--- config.mk ---
export PLATFORM = sky130hd
export DESIGN_NAME = modbus_rtu_request_parser_top
export DESIGN_NICKNAME = d
export VERILOG_FILES = /design/src/mbrtu_pkg.sv /design/src/modbus_rtu_request_parser_top.sv
export SDC_FILE = /design/constraint.sdc
export NUM_CORES = 1
export LEC_CHECK = 0
export BUFFER_PORTS_ARGS = -buffer_cell sky130_fd_sc_hd__buf_2
export CORE_MARGIN = 8
export CORE_UTILIZATION = 55
export CTS_CLUSTER_SIZE = 28
export DETAILED_ROUTE_END_ITERATION = 8
export GPL_ROUTABILITY_DRIVEN = 1
export PLACE_DENSITY = 0.71
export SKIP_LAST_GASP = 1
export SLEW_MARGIN = 15
export SYNTH_ARGS = -nofsm -noshare
export SYNTH_HDL_FRONTEND = slang
export SYNTH_SLANG_ARGS = --single-unit
--- constraint.sdc ---
create_clock -name clk -period 9.02 [get_ports clk]
set_input_delay 0.451 -clock clk [delete_from_list [all_inputs] [get_ports clk]]
set_output_delay 0.451 -clock clk [all_outputs]
set_load 0.02 [all_outputs]
--- src/mbrtu_pkg.sv ---
// Package for the Modbus RTU request parser: result type, function codes and CRC step.
package mbrtu_pkg;

  localparam logic [7:0] FC_READ_FIRST   = 8'd1;
  localparam logic [7:0] FC_READ_LAST    = 8'd4;
  localparam logic [7:0] FC_WRITE_COIL   = 8'd5;
  localparam logic [7:0] FC_WRITE_REG    = 8'd6;
  localparam logic [7:0] FC_WRITE_COILS  = 8'd15;
  localparam logic [7:0] FC_WRITE_REGS   = 8'd16;

  localparam logic [15:0] CRC_INIT = 16'hFFFF;
  localparam logic [15:0] CRC_POLY = 16'hA001;

  // Byte positions of the request header.
  localparam logic [7:0] POS_ID       = 8'd0;
  localparam logic [7:0] POS_FUNC     = 8'd1;
  localparam logic [7:0] POS_ADDR_HI  = 8'd2;
  localparam logic [7:0] POS_ADDR_LO  = 8'd3;
  localparam logic [7:0] POS_QTY_HI   = 8'd4;
  localparam logic [7:0] POS_QTY_LO   = 8'd5;
  localparam logic [7:0] POS_COUNT    = 8'd6;
  localparam logic [7:0] POS_PAYLOAD  = 8'd7;
  localparam logic [7:0] POS_MAX      = 8'hFF;

  localparam logic KIND_DATA    = 1'b0;
  localparam logic KIND_SUMMARY = 1'b1;

  typedef struct packed {
    logic        result_kind;
    logic [7:0]  slave_id;
    logic [7:0]  function_code;
    logic [15:0] start_address;
    logic [15:0] quantity;
    logic [15:0] value;
    logic [7:0]  value_index;
    logic        crc_ok;
  } result_t;

  // One byte of the reflected Modbus CRC-16, bit by bit.
  function automatic logic [15:0] crc_update(input logic [15:0] crc, input logic [7:0] b);
    logic [15:0] c;
    c = crc ^ {8'h00, b};
    for (int k = 0; k < 8; k++) begin
      if (c[0]) begin
        c = (c >> 1) ^ CRC_POLY;
      end else begin
        c = c >> 1;
      end
    end
    return c;
  endfunction

endpackage

--- src/modbus_rtu_request_parser_top.sv ---
// Top level of the Modbus RTU request parser with running CRC-16.
//
//   channel | direction | handshake            | payload
//   in      | to block  | in_valid / in_stall  | data_byte, frame_end
//   out     | from block| out_valid / out_stall| result_kind ... crc_ok
//
// Each byte is decoded in the cycle it is transferred; its result, if any,
// is registered in the output register, or in the skid register while the
// output is stalled. One byte per cycle is sustained while in_stall is low,
// and in_stall rises only while that skid register holds a second result.
// Synchronous reset returns the CRC to 0xFFFF and clears all frame state.
module modbus_rtu_request_parser_top #(
  parameter int MAX_FRAME_BYTES = 256
) (
  input  logic        clk,
  input  logic        rst,
  input  logic        in_valid,
  output logic        in_stall,
  input  logic [7:0]  data_byte,
  input  logic        frame_end,
  output logic        out_valid,
  input  logic        out_stall,
  output logic        result_kind,
  output logic [7:0]  slave_id,
  output logic [7:0]  function_code,
  output logic [15:0] start_address,
  output logic [15:0] quantity,
  output logic [15:0] value,
  output logic [7:0]  value_index,
  output logic        crc_ok
);

  localparam logic [8:0] FRAME_LIMIT = 9'(MAX_FRAME_BYTES);

  logic [15:0] crc_register, crc_register_next;
  logic [7:0]  byte_position, byte_position_next;
  logic [7:0]  held_id, held_id_next;
  logic [7:0]  held_function, held_function_next;
  logic [15:0] held_address, held_address_next;
  logic [15:0] held_quantity, held_quantity_next;
  logic [7:0]  coil_byte_count, coil_byte_count_next;
  logic [7:0]  high_byte_hold, high_byte_hold_next;
  logic [7:0]  values_emitted, values_emitted_next;

  mbrtu_pkg::result_t out_data, skid_data, result;
  logic skid_valid;

  logic accept, produce, out_free;
  logic known, is_single_now, is_multi_now, single_next, have_item;
  logic [15:0] item_val;

  assign accept   = in_valid && !in_stall;
  assign in_stall = skid_valid;
  assign out_free = !out_valid || !out_stall;

  always_comb begin
    is_single_now = (held_function == mbrtu_pkg::FC_WRITE_COIL) ||
                    (held_function == mbrtu_pkg::FC_WRITE_REG);
    is_multi_now  = (held_function == mbrtu_pkg::FC_WRITE_COILS) ||
                    (held_function == mbrtu_pkg::FC_WRITE_REGS);
    known = ((held_function >= mbrtu_pkg::FC_READ_FIRST) &&
             (held_function <= mbrtu_pkg::FC_READ_LAST)) || is_single_now || is_multi_now;

    crc_register_next    = mbrtu_pkg::crc_update(crc_register, data_byte);
    held_id_next         = held_id;
    held_function_next   = held_function;
    held_address_next    = held_address;
    held_quantity_next   = held_quantity;
    coil_byte_count_next = coil_byte_count;
    high_byte_hold_next  = high_byte_hold;
    values_emitted_next  = values_emitted;
    have_item            = 1'b0;
    item_val             = 16'h0000;

    if (byte_position == mbrtu_pkg::POS_ID) begin
      held_id_next = data_byte;
    end else if (byte_position == mbrtu_pkg::POS_FUNC) begin
      held_function_next = data_byte;
    end else if (known && (byte_position == mbrtu_pkg::POS_ADDR_HI ||
                           byte_position == mbrtu_pkg::POS_QTY_HI)) begin
      high_byte_hold_next = data_byte;
    end else if (known && byte_position == mbrtu_pkg::POS_ADDR_LO) begin
      held_address_next = {high_byte_hold, data_byte};
    end else if (known && byte_position == mbrtu_pkg::POS_QTY_LO) begin
      held_quantity_next = {high_byte_hold, data_byte};
    end else if (is_multi_now && byte_position == mbrtu_pkg::POS_COUNT) begin
      coil_byte_count_next = data_byte;
    end else if (byte_position >= mbrtu_pkg::POS_PAYLOAD && byte_position != mbrtu_pkg::POS_MAX
                 && {1'b0, byte_position} < FRAME_LIMIT) begin
      if (held_function == mbrtu_pkg::FC_WRITE_COILS) begin
        if (values_emitted < coil_byte_count) begin
          have_item = 1'b1;
          item_val  = {8'h00, data_byte};
        end
      end else if (held_function == mbrtu_pkg::FC_WRITE_REGS) begin
        if ({8'h00, values_emitted} < held_quantity) begin
          // Payload starts at an odd position, so odd positions carry high bytes.
          if (byte_position[0]) begin
            high_byte_hold_next = data_byte;
          end else begin
            have_item = 1'b1;
            item_val  = {high_byte_hold, data_byte};
          end
        end
      end
    end

    byte_position_next = (byte_position == mbrtu_pkg::POS_MAX) ? byte_position
                                                               : byte_position + 8'd1;

    single_next = (held_function_next == mbrtu_pkg::FC_WRITE_COIL) ||
                  (held_function_next == mbrtu_pkg::FC_WRITE_REG);

    result.slave_id      = held_id_next;
    result.function_code = held_function_next;
    result.start_address = held_address_next;
    result.quantity      = single_next ? 16'd1 : held_quantity_next;
    result.value_index   = values_emitted;
    if (frame_end) begin
      result.result_kind = mbrtu_pkg::KIND_SUMMARY;
      result.value       = single_next ? held_quantity_next : 16'h0000;
      result.crc_ok      = (crc_register_next == 16'h0000);
    end else begin
      result.result_kind = mbrtu_pkg::KIND_DATA;
      result.value       = item_val;
      result.crc_ok      = 1'b0;
    end

    if (have_item && !frame_end && values_emitted != 8'hFF) begin
      values_emitted_next = values_emitted + 8'd1;
    end

    produce = accept && (frame_end || have_item);
  end

  always_ff @(posedge clk) begin
    if (rst) begin
      crc_register    <= mbrtu_pkg::CRC_INIT;
      byte_position   <= 8'd0;
      held_id         <= 8'd0;
      held_function   <= 8'd0;
      held_address    <= 16'd0;
      held_quantity   <= 16'd0;
      coil_byte_count <= 8'd0;
      high_byte_hold  <= 8'd0;
      values_emitted  <= 8'd0;
    end else if (accept) begin
      if (frame_end) begin
        // The parser re-arms for the next frame after the summary.
        crc_register    <= mbrtu_pkg::CRC_INIT;
        byte_position   <= 8'd0;
        held_id         <= 8'd0;
        held_function   <= 8'd0;
        held_address    <= 16'd0;
        held_quantity   <= 16'd0;
        coil_byte_count <= 8'd0;
        high_byte_hold  <= 8'd0;
        values_emitted  <= 8'd0;
      end else begin
        crc_register    <= crc_register_next;
        byte_position   <= byte_position_next;
        held_id         <= held_id_next;
        held_function   <= held_function_next;
        held_address    <= held_address_next;
        held_quantity   <= held_quantity_next;
        coil_byte_count <= coil_byte_count_next;
        high_byte_hold  <= high_byte_hold_next;
        values_emitted  <= values_emitted_next;
      end
    end
  end

  always_ff @(posedge clk) begin
    if (rst) begin
      out_valid  <= 1'b0;
      skid_valid <= 1'b0;
    end else if (out_free) begin
      if (skid_valid) begin
        out_valid  <= 1'b1;
        skid_valid <= 1'b0;
      end else begin
        out_valid <= produce;
      end
    end else if (produce) begin
      skid_valid <= 1'b1;
    end
  end

  always_ff @(posedge clk) begin
    if (out_free) begin
      if (skid_valid) begin
        out_data <= skid_data;
      end else if (produce) begin
        out_data <= result;
      end
    end else if (produce) begin
      skid_data <= result;
    end
  end

  assign result_kind   = out_data.result_kind;
  assign slave_id      = out_data.slave_id;
  assign function_code = out_data.function_code;
  assign start_address = out_data.start_address;
  assign quantity      = out_data.quantity;
  assign value         = out_data.value;
  assign value_index   = out_data.value_index;
  assign crc_ok        = out_data.crc_ok;

endmodule

==> impl_metrics.toml, run 1 <==
[placement]
place.gp.congestion = 0.8588
placed_area_mm2 = 0.01166
numPortBuffers = 88
preCtsSetupSlack_ps = 4796
dp_hpwl_um = 16190

[detailed_routing]
route.detailed.drc = 0
drtIter0Drc = 606
viasPerCell = 5.788
via_count = 7525
routedWlPerCell_um = 19.14
wirelength_um = 24880
dr.pass1.iters = 5
drtAntennaViolNets = 0

[clock_network]
cts-root-buf = "clkbuf_16"
insertion_delay_ps = 520
htreeDepth = 1
cts.sinks = 246
cts_tree = "built"
clk_path_buf_depth = 3
clk_pin_slew_ps = 60
cts_hold_buf = 0
cts_resized = 0
cts-buffers-inserted = 26
cts_setup_buffers = 0

[finish]
final_cell_mix = "edfxtp_1, nor2_1, dfxtp_1"
syn_to_final_growth_pct = 14.11
final_common_cell = "edfxtp_1"
fillCellCount = 1588
antennaDiodeCount = 0
fin_nets = 1048
final_layout_size_suffix_gt1_frac = 0.2261
postLayoutCellArea_mm2 = 0.01256

[sta]
tns_ps = 0
max_freq_mhz = 263.4
period_share = 0.4209
rsz0062_at_grt = "false"
finClkSkew_ps = 9.203
setup_viol = 0
setup_slack_ps = 5223
fin_crit_ps = 3797
max_slew_margin = 0.2426
hold_viol = 0
drv_slew = 0
tightest_slew_ps = 1127

[worst_setup_path]
crit_required_ps = 9410
startpoint_type = "flip-flop"
cpLargestDelayFamily = "simple AND/OR/NAND/NOR gates"
cp_max_fo = 33
cp_cell_sequence = "inv_1 -> ha_1 -> nand2b_1 -> nor4_4 -> mux2i_2 -> buf_4 -> nand2_1 -> nor2_2 -> a22o_1 -> mux2_2"
crit_arrival_ps = 4190
worstSetupEndpoint = "value[10]"
cp-end-kind = "flip-flop"
crit_buf_inv = 2
critPathKind = "flip-flop to flip-flop"
cp_slowest_cell = "nor2_2"
timing.rr.end = "value[10]"
rr_worst_depth = 10
regToRegStartpoint = "byte_position[0]"
reg2reg_slack_ps = 5220
cp.depth = 10
max_stage_delay_ps = 750
crit_start = "byte_position[0]"

[global_routing]
grt_pass1_vias = 7178
grt_start_max_net_pins = 75
antenna_found_initial = 0
overflow = 0
grt_usage = 0.2006
grt_pass1_wl_um = 39430

[worst_hold_path]
min_path_type = "input port to flip-flop"
hold_start = "out_stall"

[synthesis]
ys.flop_type = "edfxtp_1"
syn_area_mm2 = 0.01101
synth.distinct_cells = 58
synth_async_sr_flop_share = 0
synth_area_per_cell_um2 = 11.65
yosys_register_bits = 246
yosysWarnings = 0
synth-edff-count = 148
syn-num-nets = 978
ys_seq_area_frac = 0.5820
synth_cells = 945

[pwr]
power.total_uw = 2507
static-leakage-power_uw = 0.004718
power_density_mw_per_mm2 = 199.5
vdd_drop_max_mv = 0.1399

[floorplanning]
core-area_mm2 = 0.01953
die_area_mm2 = 0.02480
io_pins = 89
start_util = 0.5638
die_y_um = 157.5
die_x_um = 157.5
num_rows = 51

[job]
maxCapViolations = 0

[run_status]
status = "completed"
[registers in the layout, summed over array words and instances (netlist names), 8 cells and up]
| register | flops |
|---|---|
| skid_data | 74 |
| crc_register | 16 |
| held_address | 16 |
| held_quantity | 16 |
| quantity | 16 |
| start_address | 16 |
| value | 16 |
| byte_position | 8 |
| coil_byte_count | 8 |
| function_code | 8 |
| held_function | 8 |
| held_id | 8 |
| high_byte_hold | 8 |
| slave_id | 8 |
| value_index | 8 |
| values_emitted | 8 |
[per-stage QoR]
| step | utilization | instances | hold WS [ps] |
|---|---|---|---|
| finish | 0.6433 | 1300 | 337.6 |
| detailed placement | 0.5970 | 1251 | 472.8 |
| global placement | 0.5970 | 1251 | 470.3 |
| floorplan | - | 945 | 454.9 |
| global route | 0.6433 | 1300 | 358.7 |
| CTS | 0.6417 | 1299 | 330.7 |
[where the power goes]
group | switching [uW] | internal, uW | leakage (uW)
Sequential | 14.6 | 1220 | 0.00220
Clock | 430 | 646 | 0.000419
Combinational | 130 | 68.2 | 0.00210
Total | 574 | 1930 | 0.00472
[kinds of logic (layout without fill, tap and decap cells)]
group,after synthesis,count (layout),share of synthesized area
AND/OR/NAND/NOR,281,281,0.1218
flip-flops,246,246,0.5820
AO/OA/AOI/OAI,186,186,0.1187
multiplexers,104,104,0.1039
buffers and inverters,78,168,0.02705
XOR/XNOR,30,30,0.02387
adder cells (fa/ha/maj),20,20,0.02273
[worst reg2reg max path: cells and delay by family (launching register included)]
family | cells | cell delay, ps
AO/OA/AOI/OAI | 1 | 330
flip-flops | 1 | 470
buffers and inverters | 2 | 520
adder cells (fa/ha/maj) | 1 | 330
multiplexers | 2 | 440
AND/OR/NAND/NOR | 4 | 1570
[per-layer routing]
layer | routed length, um | global-route usage | up-vias
li1 | - | - | 3634
met1 | 10980 | 0.2669 | 3616
met2 | 11810 | 0.3318 | 238
met3 | 1573 | 0.03290 | 37
met4 | 518 | 0.05893 | 0
met5 | 0 | 0 | -
[cells in the mapped netlist, drive strengths merged, types with 3 or more instances]
cell type | count | share of area
a211oi | 5 | 0.0034
a21o | 4 | 0.0027
a21oi | 26 | 0.012
a22o | 16 | 0.013
a22oi | 48 | 0.033
a31oi | 12 | 0.0068
and2 | 12 | 0.0068
and3 | 4 | 0.0023
buf | 9 | 0.0035
clkbuf | 48 | 0.016
dfxtp | 98 | 0.18
edfxtp | 148 | 0.40
ha | 20 | 0.023
inv | 21 | 0.0072
mux2 | 82 | 0.084
mux2i | 22 | 0.020
nand2 | 68 | 0.023
nand2b | 4 | 0.0023
nand3 | 28 | 0.013
nand4 | 6 | 0.0034
nor2 | 101 | 0.035
nor2b | 17 | 0.0097
nor3 | 10 | 0.0045
nor4 | 8 | 0.0059
o2111ai | 3 | 0.0024
o211ai | 6 | 0.0041
o21a | 4 | 0.0027
o21ai | 31 | 0.014
o31ai | 18 | 0.012
or3 | 11 | 0.0067
or4 | 3 | 0.0024
xnor2 | 19 | 0.015
xor2 | 11 | 0.0088
[cell type report]
cell class / count / area, um2 / area share
flip-flops and latches: 246 / 6406 / 0.5100
multi-input cells: 621 / 4328 / 0.3446
clock buffers: 37 / 764.5 / 0.06086
repair buffers: 99 / 543.0 / 0.04323
well taps: 265 / 331.6 / 0.02640
clock inverters: 11 / 108.9 / 0.008666
inverters: 21 / 78.83 / 0.006276
[worst min-delay path by stage]
stage,end,slack [ps],cells past startpoint
finish,in_stall,340,3
global route,in_stall,360,3
CTS,in_stall,330,3
detailed placement,crc_register[0],470,2
global placement,crc_register[0],470,2
floorplan,crc_register[2],450,2
(Power assumes the default switching activity.)
==> run 2: changes to the inputs <==
- clock period: 9.02 -> 3.8 ns (I/O delays scaled with it)
==> impl_metrics.toml, run 2 (synthesis results as in run 1) <==
[pwr]
power_frac_seq = 0.510
clkPwrFrac = 0.409
share_comb_of_total_power = 0.081
p_switching_uw = 1333
power_density_mw_per_mm2 = 456.2
p_int_uw = 4402
swShare = 0.2324
static-leakage-power_uw = 0.004750
vdd_drop_max_mv = 0.3661

[worst_setup_path]
startpoint_type = "flip-flop"
cp_slowest_cell = "or4_4"
crit_arrival_ps = 3510
cp-end-kind = "flip-flop"
cp_max_fo = 44
crit_required_ps = 4010
max_stage_delay_ps = 560
crit_buf_inv = 1
critPathKind = "flip-flop to flip-flop"
cp_cell_sequence = "or4_4 -> or3_4 -> a211oi_1 -> nor3_2 -> o21a_1 -> o21ai_0 -> a21boi_4 -> buf_4"
cpLargestDelayFamily = "compound AO/OA/AOI/OAI gates"

[floorplanning]
io_pins = 89
die_y_um = 157.5
core-area_mm2 = 0.01953
num_rows = 51
die_x_um = 157.5
start_util = 0.5638
die_area_mm2 = 0.02480

[finish]
final_common_cell = "edfxtp_1"
final_cell_mix = "edfxtp_1, nor2_1, dfxtp_1"
largest_register_ffs = 74
fin_nets = 1057
fillCellCount = 1538
regMostFlops = "skid_data"
syn_to_final_growth_pct = 14.19
final_layout_size_suffix_gt1_frac = 0.2428
stdcell_count = 1307
antennaDiodeCount = 0

[detailed_routing]
dr.pass1.iters = 5
drtAntennaViolNets = 0
wirelength_um = 24580
drtIter0Drc = 577
routedWlPerCell_um = 18.81
viasPerCell = 5.755
route.detailed.drc = 0
via_count = 7522

[sta]
max_slew_margin = 0.2558
finClkSkew_ps = 16.76
fin_crit_ps = 3292
rsz0062_at_grt = "false"
max_freq_mhz = 303.8
tightest_slew_ps = 1116
period_share = 0.8662
tns_ps = 0
setup_viol = 0
drv_slew = 0
hold_viol = 0

[clock_network]
cts_hold_buf = 0
clk_pin_slew_ps = 60
cts_setup_buffers = 0
cts.sinks = 246
cts-buffers-inserted = 25
cts-root-buf = "clkbuf_16"
insertion_delay_ps = 530
clk_path_buf_depth = 3
htreeDepth = 1
cts_resized = 0
cts_tree = "built"

[global_routing]
grt_usage = 0.1996
grt_pass1_wl_um = 39410
grt_start_max_net_pins = 62
antenna_found_initial = 0
grt_pass1_vias = 7298
overflow = 0

[placement]
place.gp.congestion = 0.8911
dp_hpwl_um = 16260
placed_cells_incl_taps = 1262
numPortBuffers = 88

[run_status]
status = "completed"

[job]
maxCapViolations = 0

[worst_hold_path]
min_path_type = "input port to flip-flop"
## run 2: changes by cell type in the layout (fill, tap and decap cells not counted), sizes merged
| cell | before | now |
|---|---|---|
| clkinvlp | 3 | 0 |
| buf | 99 | 109 |
| bufinv | 2 | 0 |
| inv | 21 | 23 |
## run 2: final timing paths
kind | cells past startpoint | from | slack, ps | endpoint
min | 2 | rst | 60 | held_function[5]
max reg2reg | 8 | byte_position[3] | 510 | value[11]
max | 8 | byte_position[3] | 510 | value[11]
min reg2reg | 2 | crc_register[0] | 480 | crc_register[0]
## run 2: layout make-up
cell class / count / area [um2] / share of cell area
repair buffers: 109 / 598.1 / 0.04758
clock inverters: 8 / 43.79 / 0.003484
flip-flops and latches: 246 / 6410 / 0.5100
inverters: 21 / 78.83 / 0.006271
clock buffers: 37 / 743.2 / 0.05913
multi-input cells: 621 / 4364 / 0.3472
well taps: 265 / 331.6 / 0.02638
## run 2: per-stage QoR
step | util | power (uW) | setup slack (ps) | hold WS [ps] | cell area (um2)
final | 0.6437 | 5735 | 508.3 | 60.55 | 12570
after detailed placement | 0.6034 | 3450 | 519.3 | 473.7 | 11780
after global routing | 0.6437 | 5927 | 357.3 | 58.38 | 12570
after floorplan | - | 3320 | -106.2 | 288.9 | 11070
after global placement | 0.6034 | 3444 | 576.1 | 467.6 | 11780
after CTS | 0.6437 | 5785 | 516.3 | 48.00 | 12570
## run 2: layer usage
| metal | GRT usage | routed length, um | vias up |
|---|---|---|---|
| met5 | 0 | 0 | - |
| met4 | 0.05576 | 513 | 0 |
| met3 | 0.03016 | 1253 | 41 |
| met2 | 0.3320 | 11780 | 200 |
| met1 | 0.2666 | 11040 | 3633 |
| li1 | - | - | 3648 |
## run 2: power by group through the flow
stage | clock, uW | sequential, uW | combinational, uW
6_report | 2340 | 2930 | 466
5_1_grt | 2480 | 2930 | 511
4_1_cts | 2390 | 2930 | 469
3_5_place_dp | 0 | 2980 | 468
3_3_place_gp | 0 | 2980 | 463
2_1_floorplan | 0 | 3020 | 301
==> run 3: changes to the inputs <==
- CORE_ASPECT_RATIO: unset -> 0.6
==> impl_metrics.toml, run 3 (synthesis results as in run 1) <==
[worst_hold_path]
whs_endpoint = "in_stall"
min_path_type = "input port to flip-flop"
hold_start = "out_stall"
hold_path_depth = 3

[floorplanning]
io_pins = 89
die_area_mm2 = 0.02495
die_x_um = 198.6
die_y_um = 125.6
core-area_mm2 = 0.01982
num_rows = 40
start_util = 0.5554

[clock_network]
insertion_delay_ps = 510
clk_pin_slew_ps = 70
clk_path_buf_depth = 3
cts.sinks = 246
cts-root-buf = "clkbuf_16"
cts_tree = "built"
cts-buffers-inserted = 23
htreeDepth = 1

[finish]
syn_to_final_growth_pct = 14.92
final_common_cell = "edfxtp_1"
antennaDiodeCount = 0
final_layout_size_suffix_gt1_frac = 0.2476
largest_register_ffs = 74
postLayoutCellArea_mm2 = 0.01265
stdcell_count = 1319
final_cell_mix = "edfxtp_1, nor2_1, dfxtp_1"
fin_nets = 1063
regMostFlops = "skid_data"
fillCellCount = 1560

[placement]
place.gp.congestion = 0.8989
numPortBuffers = 88
placed_area_mm2 = 0.01186
dp_hpwl_um = 17570
placed_cells_incl_taps = 1277

[detailed_routing]
routedWlPerCell_um = 19.65
drtAntennaViolNets = 0
dr.pass1.iters = 5
wirelength_um = 25910
viasPerCell = 5.841
via_count = 7704
route.detailed.drc = 0
drtIter0Drc = 771

[run_status]
status = "completed"

[worst_setup_path]
cp_max_fo = 9
cp_slowest_cell = "a2111oi_4"
crit_required_ps = 4230
cp-end-kind = "flip-flop"
crit_arrival_ps = 3760
timing.rr.end = "held_quantity[8]"
rr_worst_depth = 7
critPathKind = "flip-flop to flip-flop"
cp_cell_sequence = "or4_4 -> or3_4 -> a2111oi_4 -> and2_1 -> nor2b_1 -> a22oi_1 -> nor2_1"
reg2reg_slack_ps = 480
startpoint_type = "flip-flop"
cpLargestDelayFamily = "simple AND/OR/NAND/NOR gates"
crit_buf_inv = 0
regToRegStartpoint = "byte_position[3]"
max_stage_delay_ps = 630

[global_routing]
grt_start_max_net_pins = 72
antenna_found_initial = 0
grt_pass1_vias = 7060
grt_pass1_wl_um = 40870
overflow = 0
grt_usage = 0.2043

[sta]
max_freq_mhz = 300.8
tns_ps = 0
rsz0062_at_grt = "false"
drv_slew = 0
fin_crit_ps = 3324
max_slew_margin = 0.2056
finClkSkew_ps = 13.81
holdWs_ps = 139.9
tightest_slew_ps = 1184
period_share = 0.8748
hold_viol = 0
setup_viol = 0

[pwr]
clkPwrFrac = 0.408
swShare = 0.2353
power_density_mw_per_mm2 = 456.0
p_switching_uw = 1357
static-leakage-power_uw = 0.004780
share_comb_of_total_power = 0.085
vdd_drop_max_mv = 0.2736
power_frac_seq = 0.507
p_int_uw = 4412
power.total_uw = 5769

[job]
maxCapViolations = 0
-- run 3: power groups by stage --
stage / registers [uW] / logic [uW] / clock network [uW]
global route: 2930 / 533 / 2490
CTS: 2930 / 488 / 2390
global placement: 2980 / 485 / 0
finish: 2930 / 491 / 2350
floorplan: 3020 / 301 / 0
detailed placement: 2980 / 483 / 0
-- run 3: area by class of cell --
type	count	area (um2)	area share
flip-flops and latches	246	6410	0.5067
multi-input cells	621	4364	0.3450
inverters	21	78.83	0.006231
well taps	273	341.6	0.02700
repair buffers	117	673.1	0.05321
clock buffers	34	740.7	0.05855
clock inverters	7	42.54	0.003363
-- run 3: timing repair --
action,4_1_cts,5_1_grt
hold buffers,1,0
resized for setup,0,0
setup buffers,0,0
hold endpoints to repair,1,0
-- run 3: metal layers --
layer,wire length (um),global-route usage
met2,9606,0.2504
met3,2255,0.03884
met5,0,0
met1,13590,0.3498
met4,461,0.04255
-- run 3: worst max path at each step --
stage	start	endpoint	cells past startpoint
after global routing	byte_position[3]	held_quantity[8]	7
final	byte_position[3]	held_quantity[8]	7
after floorplan	held_function[6]	skid_data[0]	7
after CTS	held_function[0]	quantity[10]	9
after global placement	data_byte[1]	crc_ok	12
after detailed placement	held_function[0]	quantity[10]	9
-- run 3: per-stage QoR --
stage,utilization,setup WS (ps)
floorplan,-,-106.2
global placement,0.5983,611.9
detailed placement,0.5983,564.6
CTS,0.6383,538.6
global route,0.6383,324.2
finish,0.6383,475.6
-- run 3: worst min-delay path: cells and delay by family --
kind	cells	cell delay [ps]
and+or+nand+nor	1	210
buffers and inverters	1	90
AOI/OAI and AO/OA	1	90
